`src/rtl/pulse_interval_nibble_decoder_top_assert.svh`:
```
// Assertion macros for the pulse interval nibble decoder.
`ifndef PULSE_INTERVAL_NIBBLE_DECODER_TOP_ASSERT_SVH
`define PULSE_INTERVAL_NIBBLE_DECODER_TOP_ASSERT_SVH
`ifndef SYNTHESIS
// Check a property on clk, disabled while rst_n is low
`define PIND_ASSERT(label, prop, msg) \
    label: assert property (@(posedge clk) disable iff (!rst_n) prop) else $error(msg);
// Check a property on clk at every edge, reset included
`define PIND_ASSERT_ALWAYS(label, prop, msg) \
    label: assert property (@(posedge clk) prop) else $error(msg);
`else
`define PIND_ASSERT(label, prop, msg)
`define PIND_ASSERT_ALWAYS(label, prop, msg)
`endif
`endif

```
`src/rtl/pind_pkg.sv`:
```
// Shared types and constants of the pulse interval nibble decoder.
package pind_pkg;

    localparam int unsigned NIB_W   = 4;
    localparam int unsigned BYTE_W  = 8;
    localparam int unsigned TICK_W  = 16;
    localparam int unsigned CFG_W   = 16;

    localparam logic [15:0] TIMEOUT_RST   = 16'd3000;
    localparam logic [7:0]  OFFSET_RST    = 8'd10;
    localparam logic [15:0] THRESHOLD_RST = 16'd992;
    localparam logic [7:0]  BIN_WIDTH_RST = 8'd64;

    localparam logic [TICK_W-1:0] TICK_MAX  = '1;
    localparam logic [BYTE_W-1:0] COUNT_MAX = '1;

    // Configuration register indexes
    typedef enum logic [1:0] {
        REG_TIMEOUT_PERIOD = 2'd0,
        REG_CAPTURE_OFFSET = 2'd1,
        REG_BASE_THRESHOLD = 2'd2,
        REG_BIN_WIDTH      = 2'd3
    } reg_index_t;

    typedef struct packed {
        logic [15:0] timeout_period;
        logic [7:0]  capture_offset;
        logic [15:0] base_threshold;
        logic [7:0]  bin_width;
    } cfg_t;

    // Frame tracker status seen by the top level
    typedef struct packed {
        logic running;
        logic nibble_pending;
    } frame_status_t;

endpackage

```
`src/rtl/pind_cfg_regs.sv`:
```
// Configuration register file of the pulse interval nibble decoder.
module pind_cfg_regs (
    input  logic                clk,
    input  logic                rst_n,
    input  logic                wr_en,
    input  logic [1:0]          wr_index,
    input  logic [15:0]         wr_data,
    output pind_pkg::cfg_t      cfg
);
    import pind_pkg::*;

    cfg_t cfg_reg;
    cfg_t cfg_next;

    // Decode the write index into one register
    always_comb
    begin
        cfg_next = cfg_reg;
        if (wr_en)
        begin
            unique case (reg_index_t'(wr_index))
                REG_TIMEOUT_PERIOD: cfg_next.timeout_period = wr_data;
                REG_CAPTURE_OFFSET: cfg_next.capture_offset = wr_data[7:0];
                REG_BASE_THRESHOLD: cfg_next.base_threshold = wr_data;
                REG_BIN_WIDTH:      cfg_next.bin_width      = wr_data[7:0];
                default:            cfg_next = cfg_reg;
            endcase
        end
    end

    always_ff @(posedge clk or negedge rst_n)
    begin
        if (!rst_n)
        begin
            cfg_reg.timeout_period <= TIMEOUT_RST;
            cfg_reg.capture_offset <= OFFSET_RST;
            cfg_reg.base_threshold <= THRESHOLD_RST;
            cfg_reg.bin_width      <= BIN_WIDTH_RST;
        end
        else
        begin
            cfg_reg <= cfg_next;
        end
    end

    assign cfg = cfg_reg;

endmodule

```
`src/rtl/pind_quant.sv`:
```
// Interval quantizer: parallel compare against the bin edges.
module pind_quant #(
    parameter int unsigned NUM_BINS = 16
) (
    input  logic [15:0]         elapsed,
    input  pind_pkg::cfg_t      cfg,
    output logic [3:0]          nibble
);
    import pind_pkg::*;

    localparam int unsigned CAP_W = TICK_W + 1;

    logic [CAP_W-1:0] capture;
    logic [CAP_W-1:0] diff;
    logic [CAP_W-1:0] width_ext;
    logic [CAP_W-1:0] last_edge;
    logic             above;
    logic             beyond;
    logic [NIB_W-1:0] bin;

    // Add the offset and measure the distance above the threshold
    assign capture   = {1'b0, elapsed} + {{(CAP_W-8){1'b0}}, cfg.capture_offset};
    assign above     = capture > {1'b0, cfg.base_threshold};
    assign diff      = capture - {1'b0, cfg.base_threshold};
    assign width_ext = {{(CAP_W-8){1'b0}}, cfg.bin_width};
    assign last_edge = CAP_W'(NUM_BINS) * width_ext;
    assign beyond    = diff >= last_edge;

    // Pick the highest bin edge that the distance reaches
    always_comb
    begin
        bin = '0;
        for (int k = 1; k < NUM_BINS; k++)
        begin
            if (diff >= CAP_W'(k) * width_ext)
            begin
                bin = NIB_W'(k);
            end
        end
    end

    assign nibble = (above && (cfg.bin_width != 8'd0) && !beyond) ? bin : '0;

endmodule

```
`src/rtl/pind_frame.sv`:
```
// Frame tracker: interval counter, nibble pairing and the result register.
module pind_frame #(
    parameter int unsigned NUM_BINS = 16
) (
    input  logic                    clk,
    input  logic                    rst_n,
    input  pind_pkg::cfg_t          cfg,
    input  logic                    item_valid,
    input  logic                    item_edge,
    output logic                    take,
    output logic                    out_valid,
    input  logic                    out_ready,
    output logic [7:0]              data_byte,
    output logic                    byte_valid,
    output logic                    frame_end,
    output logic [7:0]              frame_bytes,
    output pind_pkg::frame_status_t status
);
    import pind_pkg::*;

    logic              running_reg, running_next;
    logic [TICK_W-1:0] tick_reg, tick_next;
    logic [NIB_W-1:0]  low_nib_reg, low_nib_next;
    logic              pending_reg, pending_next;
    logic [BYTE_W-1:0] bytes_reg, bytes_next;

    logic              out_valid_reg, out_valid_next;
    logic [BYTE_W-1:0] data_reg, data_next;
    logic              byte_valid_reg, byte_valid_next;
    logic              frame_end_reg, frame_end_next;
    logic [BYTE_W-1:0] count_reg, count_next;

    logic [TICK_W-1:0] elapsed;
    logic [NIB_W-1:0]  nibble;
    logic              emit;

    // Advance when the result register is free or being drained
    assign take = item_valid && (!out_valid_reg || out_ready);

    assign elapsed = (tick_reg == TICK_MAX) ? TICK_MAX : tick_reg + 16'd1;

    pind_quant #(
        .NUM_BINS (NUM_BINS)
    ) u_quant (
        .elapsed (elapsed),
        .cfg     (cfg),
        .nibble  (nibble)
    );

    // Next frame state and the result of this tick
    always_comb
    begin
        running_next    = running_reg;
        tick_next       = tick_reg;
        low_nib_next    = low_nib_reg;
        pending_next    = pending_reg;
        bytes_next      = bytes_reg;
        emit            = 1'b0;
        data_next       = data_reg;
        byte_valid_next = byte_valid_reg;
        frame_end_next  = frame_end_reg;
        count_next      = count_reg;
        if (take)
        begin
            if (!running_reg)
            begin
                if (item_edge)
                begin
                    running_next = 1'b1;
                    tick_next    = '0;
                end
            end
            else if (item_edge)
            begin
                tick_next = '0;
                if (!pending_reg)
                begin
                    low_nib_next = nibble;
                    pending_next = 1'b1;
                end
                else
                begin
                    pending_next    = 1'b0;
                    low_nib_next    = '0;
                    bytes_next      = (bytes_reg == COUNT_MAX) ? bytes_reg
                                                               : bytes_reg + 8'd1;
                    emit            = 1'b1;
                    data_next       = {nibble, low_nib_reg};
                    byte_valid_next = 1'b1;
                    frame_end_next  = 1'b0;
                    count_next      = '0;
                end
            end
            else
            begin
                tick_next = elapsed;
                if (elapsed >= cfg.timeout_period)
                begin
                    emit            = 1'b1;
                    data_next       = '0;
                    byte_valid_next = 1'b0;
                    frame_end_next  = 1'b1;
                    count_next      = bytes_reg;
                    // Drop any odd nibble and go idle
                    running_next    = 1'b0;
                    tick_next       = '0;
                    low_nib_next    = '0;
                    pending_next    = 1'b0;
                    bytes_next      = '0;
                end
            end
        end
    end

    // Hold the result until the downstream side takes it
    always_comb
    begin
        if (emit)
        begin
            out_valid_next = 1'b1;
        end
        else if (out_ready)
        begin
            out_valid_next = 1'b0;
        end
        else
        begin
            out_valid_next = out_valid_reg;
        end
    end

    always_ff @(posedge clk or negedge rst_n)
    begin
        if (!rst_n)
        begin
            running_reg   <= 1'b0;
            tick_reg      <= '0;
            low_nib_reg   <= '0;
            pending_reg   <= 1'b0;
            bytes_reg     <= '0;
            out_valid_reg <= 1'b0;
        end
        else
        begin
            running_reg   <= running_next;
            tick_reg      <= tick_next;
            low_nib_reg   <= low_nib_next;
            pending_reg   <= pending_next;
            bytes_reg     <= bytes_next;
            out_valid_reg <= out_valid_next;
        end
    end

    // Result payload carries no reset
    always_ff @(posedge clk)
    begin
        data_reg       <= data_next;
        byte_valid_reg <= byte_valid_next;
        frame_end_reg  <= frame_end_next;
        count_reg      <= count_next;
    end

    assign out_valid             = out_valid_reg;
    assign data_byte             = data_reg;
    assign byte_valid            = byte_valid_reg;
    assign frame_end             = frame_end_reg;
    assign frame_bytes           = count_reg;
    assign status.running        = running_reg;
    assign status.nibble_pending = pending_reg;

endmodule

```
`src/rtl/pulse_interval_nibble_decoder_top.sv`:
```
// An accepted tick is held in the input register; the frame tracker takes it
// and loads its result into the result register once that register is free or draining.
// Throughput: one tick per cycle; the input register refills while the result
// register drains, so the only stall is a result left waiting on out_ready.
// Each tick is handled in one pass of the frame tracker and bin comparators.
// Reset: rst_n clears the frame state and both valid flags and loads the
// register defaults (timeout 3000, offset 10, threshold 992, bin width 64).
`include "pulse_interval_nibble_decoder_top_assert.svh"

// Top level of the pulse interval nibble decoder.
module pulse_interval_nibble_decoder_top #(
    parameter int unsigned NUM_BINS = 16
) (
    input  logic        clk,
    input  logic        rst_n,
    input  logic        in_valid,
    output logic        in_ready,
    input  logic        edge_seen,
    output logic        out_valid,
    input  logic        out_ready,
    output logic [7:0]  data_byte,
    output logic        byte_valid,
    output logic        frame_end,
    output logic [7:0]  frame_bytes,
    input  logic        cfg_valid,
    output logic        cfg_ready,
    input  logic [1:0]  cfg_index,
    input  logic [15:0] cfg_data
);
    import pind_pkg::*;

    cfg_t          cfg;
    frame_status_t status;
    logic          take;
    logic          item_valid_reg, item_valid_next;
    logic          item_edge_reg;

    assign cfg_ready = 1'b1;

    pind_cfg_regs u_cfg_regs (
        .clk      (clk),
        .rst_n    (rst_n),
        .wr_en    (cfg_valid && cfg_ready),
        .wr_index (cfg_index),
        .wr_data  (cfg_data),
        .cfg      (cfg)
    );

    // Accept a tick whenever the input register is empty or moving on
    assign in_ready        = !item_valid_reg || take;
    assign item_valid_next = (in_valid && in_ready) || (item_valid_reg && !take);

    always_ff @(posedge clk or negedge rst_n)
    begin
        if (!rst_n)
        begin
            item_valid_reg <= 1'b0;
        end
        else
        begin
            item_valid_reg <= item_valid_next;
        end
    end

    always_ff @(posedge clk)
    begin
        if (in_valid && in_ready)
        begin
            item_edge_reg <= edge_seen;
        end
    end

    pind_frame #(
        .NUM_BINS (NUM_BINS)
    ) u_frame (
        .clk         (clk),
        .rst_n       (rst_n),
        .cfg         (cfg),
        .item_valid  (item_valid_reg),
        .item_edge   (item_edge_reg),
        .take        (take),
        .out_valid   (out_valid),
        .out_ready   (out_ready),
        .data_byte   (data_byte),
        .byte_valid  (byte_valid),
        .frame_end   (frame_end),
        .frame_bytes (frame_bytes),
        .status      (status)
    );

    // A result is either a byte or a frame end, never both
    `PIND_ASSERT(a_result_kind, out_valid |-> (byte_valid != frame_end), "result kind not unique")
    // An idle tracker holds no half byte
    `PIND_ASSERT_ALWAYS(a_idle_no_nibble, !status.running |-> !status.nibble_pending, "nibble left while idle")
    // A buffered tick is kept until the tracker takes it
    `PIND_ASSERT(a_item_kept, (item_valid_reg && !take) |=> item_valid_reg, "buffered tick lost")
    // A frame end leaves the tracker idle
    `PIND_ASSERT(a_end_idle, (out_valid && frame_end && !$stable(frame_end)) |-> !status.running, "running after frame end")

endmodule
```
`config.mk`:
```
export PLATFORM = sky130hd
export DESIGN_NAME = pulse_interval_nibble_decoder_top
export DESIGN_NICKNAME = d
export VERILOG_FILES = /design/src/rtl/pind_pkg.sv /design/src/rtl/pind_cfg_regs.sv /design/src/rtl/pind_quant.sv /design/src/rtl/pind_frame.sv /design/src/rtl/pulse_interval_nibble_decoder_top.sv
export VERILOG_INCLUDE_DIRS = /design/src /design/src/rtl
export SDC_FILE = /design/constraint.sdc
export NUM_CORES = 1
export LEC_CHECK = 0
export BUFFER_PORTS_ARGS = -buffer_cell sky130_fd_sc_hd__buf_2
export CORE_AREA = 2 2 157 159
export CTS_CLUSTER_DIAMETER = 50
export DETAILED_ROUTE_END_ITERATION = 12
export DIE_AREA = 0 0 159 161
export HOLD_SLACK_MARGIN = 0.05
export PLACE_DENSITY_LB_ADDON = 0.25
export SLEW_MARGIN = 10
export SYNTH_ARGS = -nofsm -noshare
export SYNTH_HDL_FRONTEND = slang
export SYNTH_SLANG_ARGS = --single-unit
```
`constraint.sdc`:
```
create_clock -name clk -period 8.6 [get_ports clk]
set_clock_uncertainty 0.15 [all_clocks]
set_input_delay 1.72 -clock clk [delete_from_list [all_inputs] [get_ports clk]]
set_output_delay 1.72 -clock clk [all_outputs]
set_load 0.05 [all_outputs]
```
Word level (Yosys, flattened, before mapping)

Index checks and enable logic that the tools add are counted.

Latch bits: 0
Memories: 0
ROM bits: 0
Word-level logic and storage cells: 133
Output and inout bits: 21
Bits in registers: 99
RAM bits: 0

Magnitude comparators: 18
Muxes and demuxes: 52
Shift-type cells: 0
Bitwise operators: 0
Reduce and logical (&&, ||, !) cells: 25
Div/mod/pow operators: 0
Multipliers: 11
Eq/ne operators: 7
$add $sub $neg: 4

Operators with widths:

| operator                                         | count |
|---|---|
| greater-or-equal comparator 17 x 12 -> 1 bit     | 8 |
| 2-to-1 mux 16 bit                                | 5 |
| 2-to-1 mux 4 bit                                 | 18 |
| 2-to-1 mux 8 bit                                 | 9 |
| greater-or-equal comparator 17 x 11 -> 1 bit     | 4 |
| multiplier 4 x 8 -> 12 bit, first input constant | 4 |
| multiplier 3 x 8 -> 11 bit, first input constant | 4 |
| greater-or-equal comparator 17 x 10 -> 1 bit     | 2 |
| multiplier 2 x 8 -> 10 bit, first input constant | 3 |
| 2-to-1 mux 1 bit                                 | 20 |
| adder 16 x 8 -> 17 bit                           | 1 |
| greater-or-equal comparator 17 x 8 -> 1 bit      | 1 |
| greater-or-equal comparator 17 x 9 -> 1 bit      | 1 |
| > comparator 17 x 16 -> 1 bit                    | 1 |
| subtractor 17 x 16 -> 17 bit                     | 1 |
| adder 16 x 1 -> 16 bit, second input constant    | 1 |
| == test 16 bit, second input constant            | 1 |
| greater-or-equal comparator 16 bit               | 1 |
| AND reduction 2 bit                              | 5 |
| adder 8 x 1 -> 8 bit, second input constant      | 1 |
| == test 8 bit, second input constant             | 1 |
| nonzero test 8 bit                               | 1 |
| nonzero test 2 bit                               | 3 |
| logical AND 1 bit                                | 5 |
| 10 further kinds                                 | 16 |

Depth between registers and ports, before layout

Depth in word-level cells: 23
Gate-level depth with buffers: 30
Gate-level depth less buffers: 29

Cells and area by module

A second synthesis with hierarchy kept.

Cell total of the unflattened synthesis: 1,325
Area total of the unflattened synthesis: 12,396.9 um^2

Modules (own cells, without submodules):

| module                            | instances | cells each | area each (um^2) |
|---|---|---|---|
| pind_quant                        | 1         | 925        | 7,582.3 |
| pind_frame                        | 1         | 291        | 2,897.8 |
| pind_cfg_regs                     | 1         | 102        | 1,821.7 |
| pulse_interval_nibble_decoder_top | 1         | 7          | 95.1 |

Least setup slack after synthesis

OpenSTA, ideal clock, no wires.

Path kind: register to register
Start: reg u_frame.tick_reg[0]
End: reg u_frame.data_reg[4], in the netlist u_frame.data_byte[4], data pin
Buffers on the path: 1
Library setup time: 0.270 ns
Path slack: 1.623 ns
Stages on the path, launching flop included: 28
Arrival: 6.557 ns
Cell sequence: dfrtp_1 -> ha_1 -> nand3_1 -> nor3_1 -> nand2_1 -> clkbuf_1 -> nand2_1 -> ha_1 -> fa_1 -> a21o_1 -> a21oi_1 -> nor2b_1 -> o41a_1 -> xor2_1 -> ha_1 -> o21ai_0 -> nand2_1 -> o41ai_1 -> xnor2_1 -> ha_1 -> o21a_1 -> o21ai_0 -> a2111oi_0 -> or3_1 -> or2_2 -> a21o_1 -> a2111oi_2 -> nor3_1

Cells in the longest elaborated chain, start to end: 23

Ends and longest elaborated chain:

| element                                                  | line              | source |
|---|---|---|
| start: declaration                                       | pind_frame.sv:22  | `logic [TICK_W-1:0] tick_reg, tick_next;` |
| start signal: assignment                                 | pind_frame.sv:146 | `tick_reg <= tick_next;` |
| adder 16 x 1 -> 16 bit or == test 16 bit (tied branches) | pind_frame.sv:40  | `assign elapsed = (tick_reg == TICK_MAX) ? TICK_MAX : tick_reg + 16'd1;` |
| 2-to-1 mux 16 bit (*)                                    | pind_frame.sv:40  |  |
| adder 16 x 8 -> 17 bit (*)                               | pind_quant.sv:22  | `assign capture = {1'b0, elapsed} + {{(CAP_W-8){1'b0}}, cfg.capture_offset};` |
| subtractor 17 x 16 -> 17 bit                             | pind_quant.sv:24  | `assign diff = capture - {1'b0, cfg.base_threshold};` |
| greater-or-equal comparator 17 x 8 -> 1 bit              | pind_quant.sv:35  | `if (diff >= CAP_W'(k) * width_ext)` |
| 2-to-1 mux 1 bit                                         | pind_quant.sv:35  |  |
| 2-to-1 mux 4 bit (14 in a row)                           | pind_quant.sv:35  |  |
| 2-to-1 mux 4 bit (*)                                     | pind_quant.sv:42  | `assign nibble = (above && (cfg.bin_width != 8'd0) && !beyond) ? bin : '0;` |
| 2-to-1 mux 8 bit (*)                                     | pind_frame.sv:76  | `if (!pending_reg)` |
| 2-to-1 mux 8 bit (*)                                     | pind_frame.sv:73  | `else if (item_edge)` |
| end signal: assignment                                   | pind_frame.sv:157 | `data_reg <= data_next;` |
| end: declaration                                         | pind_frame.sv:28  | `logic [BYTE_W-1:0] data_reg, data_next;` |

Every way passes the cells marked *; elsewhere a longest branch is shown, timed or not. The select of a mux whose other input is x is not followed.
A chain may end at the register's enable or synchronous reset.

Final worst setup path

Same ends and word-level chain as after synthesis.

==> run_results.csv <==
group,metric,value,unit
status,status,"finished clean",
synth,synth_xor_area_frac,0.05531,
critical_path,cpPeakStageDelay,0.44,ns
synth,synth_fa_ha_area_frac,0.3229,
route,routed_wl,30400,um
cells_and_area,final_cell_mix,"253 x ha_1, 141 x inv_1, 84 x nand2_1",
synth,syn_inst,1305,
cells_and_area,drive_gt1_frac,0.1194,
sta,fin_ws,1.149,ns
cells_and_area,final_common_cell,"ha_1",
cells_and_area,largest_reg_flops,48,
sta,fmax,134.2,MHz
cts,cts.sinks,99,
global_routing,grt_max_degree,73,
sta,fin_tns_setup,0,ns
synth,ys_ff_latch,99,
floorplan,rows,57,
synth,synth.distinct_cells,79,
synth,synth.area.top_cells,"ha_1 26%, dfrtp_1 14%, fa_1 6.0%",
sta,rsz0062_at_grt,"no",
synth,yosysTopAreaCell,"ha_1",
synth,synth.area.mux_share,0.03337,
synth,yosysTopAreaCellShare,0.2630,
sta,finalCriticalPeriod,7.451,ns
synth,synth_top_family_by_area,"adder cells",
floorplan,num_io_pins,45,
cts,cts_setup_buffers,0,
cts,ctsResizeCount,0,
synth,seq_area_frac_synth,0.2153,
floorplan,dieArea,25600,um2
synth,yosysWarnings,0,
synth,synth_nets,1618,
critical_path,critical_path_class,"reg2reg",
route,drtIter0Drc,622,
place,dpl.hpwl,24560,um
critical_path,startpoint,"u_frame.tick_reg[0]$_DFFE_PN0P_",
global_routing,grt_pass1_vias,9969,
cts,holdBufCountCts,0,
critical_path,cp-end-kind,"flip-flop",
critical_path,cp.required,8.55,ns
global_routing,antenna_found_initial,0,
critical_path,cp_max_fo,16,
cts,root_buffer,"clkbuf_16",
synth,synthSimpleGateAreaFrac,0.1371,
sta,slew_headroom,0.1852,
global_routing,grt_first_pass_wirelength,50740,um
floorplan,die_h,161,um
global_routing,grtUsageTotal,0.2459,
sta,period_share,0.8664,
cts,htreeDepth,3,
critical_path,path_buf_inv,0,
synth,synth_area,12040,um2
synth,async_flop_share,0.8081,
sta,final-hold-violation-count,0,
job,cap_violations,0,
floorplan,core_area,23960,um2
critical_path,timing.rr.start,"u_frame.tick_reg[0]$_DFFE_PN0P_",
synth,synth-compound-area-share,0.1867,
synth,ys.flop_type,"dfrtp_1",
place,routabilityCongestion,0.9097,
cts,clkTransAtPathRegs,0.07,ns
place,port-buffer-count,43,
cts,cts_buffers,9,
critical_path,critPathLaunchType,"flip-flop",
worst_hold_path,hp-class,"reg2reg",
critical_path,crit_arrival,7.40,ns
synth,synth_enable_flop_cells,19,
route,viasPerCell,5.874,
cts,cts_tree,"yes",
critical_path,cp_top_family,"compound AO/OA/AOI/OAI gates",
route,drtAntennaViolNets,0,
sta,setup_viol,0,
sta,tightest_slew,1.214,ns
worst_hold_path,hold_start,"u_cfg_regs.cfg[43]$_DFFE_PN1P_",
floorplan,die_w,159,um
critical_path,cpMostUsedCell,"ha_1",
place,pre_cts_ws,1.134,ns
route,vias,9921,
cts,max-clock-path-buffers,2,
sta,final-max-slew-violation-count,0,
cts,worstSkewPairLatency,0.36,ns
cells_and_area,nets,1673,
cells_and_area,syn_to_final_growth,8.650,%
cells_and_area,num_antenna_cells,0,
synth,avgSynthCellArea,9.222,um2
global_routing,grt.overflow.total,0,
critical_path,critical_path.slowest_cell,"a2111oi_2",
route,drt_pass1_iterations,5,
route,avgRoutedWirePerCell,18.00,um
floorplan,initial_core_util,0.5022,
route,route.detailed.drc,0,
[worst reg2reg max path: cells and delay by family, from the launching register on]
family	cells	cell delay (ns)
XOR/XNOR	1	0.14
adder cells (fa/ha/maj)	4	1.21
AO/OA/AOI/OAI	14	3.02
flip-flops	1	0.43
AND/OR/NAND/NOR	8	2.26
[final cells by class]
class                      count  area [um2]
inverter                     141       529.3
sequential                    99        2591
clock buffer                   9       225.2
timing repair buffer          59       337.8
multi-input combinational   1050        8897
clock inverter                 7       90.09
tap                          324       405.4
fill                        2225       10890
[path summary, 6_finish.rpt]
check                                                     end  slack, ns  depth (start not counted)
hold reg to reg                u_cfg_regs.cfg[43]$_DFFE_PN1P_       0.36                          2
min in group asynchronous    u_frame.bytes_reg[5]$_DFFE_PN0P_       1.01                          1
setup reg to reg           u_frame.data_byte[4]$_SDFFCE_PN0P_       1.15                         27
hold / removal                 u_cfg_regs.cfg[43]$_DFFE_PN1P_       0.36                          2
setup / recovery           u_frame.data_byte[4]$_SDFFCE_PN0P_       1.15                         27
max in group asynchronous       u_cfg_regs.cfg[7]$_DFFE_PN0P_       6.15                          2
[metrics by stage]
stage / std cells / hold slack (ns) / utilization / area, um2
2_1_floorplan: 1305 / 0.3164 / - / 12040
3_3_place_gp: 1673 / 0.3394 / 0.5325 / 12760
3_5_place_dp: 1673 / 0.3437 / 0.5325 / 12760
4_1_cts: 1689 / 0.3608 / 0.5457 / 13080
5_1_grt: 1689 / 0.3776 / 0.5457 / 13080
6_report: 1689 / 0.3571 / 0.5457 / 13080
[synthesized netlist by cell type, types with 6 or more instances]
cell / n
a2111oi_0: 9
a211oi_1: 7
a21o_1: 38
a21oi_1: 79
a22o_1: 17
a31o_2: 7
a31oi_1: 17
and2_1: 8
clkbuf_1: 14
dfrtp_1: 65
dfstp_2: 15
edfxtp_1: 19
fa_1: 36
ha_1: 253
inv_1: 141
mux2_2: 33
nand2_1: 84
nand2b_1: 23
nand3_1: 36
nand4_1: 16
nor2_1: 43
nor2b_1: 29
nor3_1: 12
nor4_1: 12
o211ai_1: 8
o21a_1: 13
o21ai_0: 78
o21bai_1: 11
o22ai_1: 6
o31ai_1: 10
or2_2: 7
xnor2_1: 51
xor2_1: 25
[per-layer routing]
metal / GRT usage / share of wire / vias to the layer above
li1: - / - / 4881
met1: 0.3075 / 0.44 / 4759
met2: 0.4366 / 0.49 / 220
met3: 0.02876 / 0.033 / 61
met4: 0.09463 / 0.031 / 0
met5: 0 / 0 / -
[logic make-up after synthesis]
group                      count (synthesis)
adders and majority gates                289
and+or+nand+nor                          310
AOI/OAI and AO/OA                        338
xor gates and xnor gates                  76
DFF                                       99
other                                      1
buffers and inverters                    156
muxes                                     36
Power is left out: the tool's default activity adds up to more than one toggle a clock period on the data nets, which glitch-free logic cannot reach.
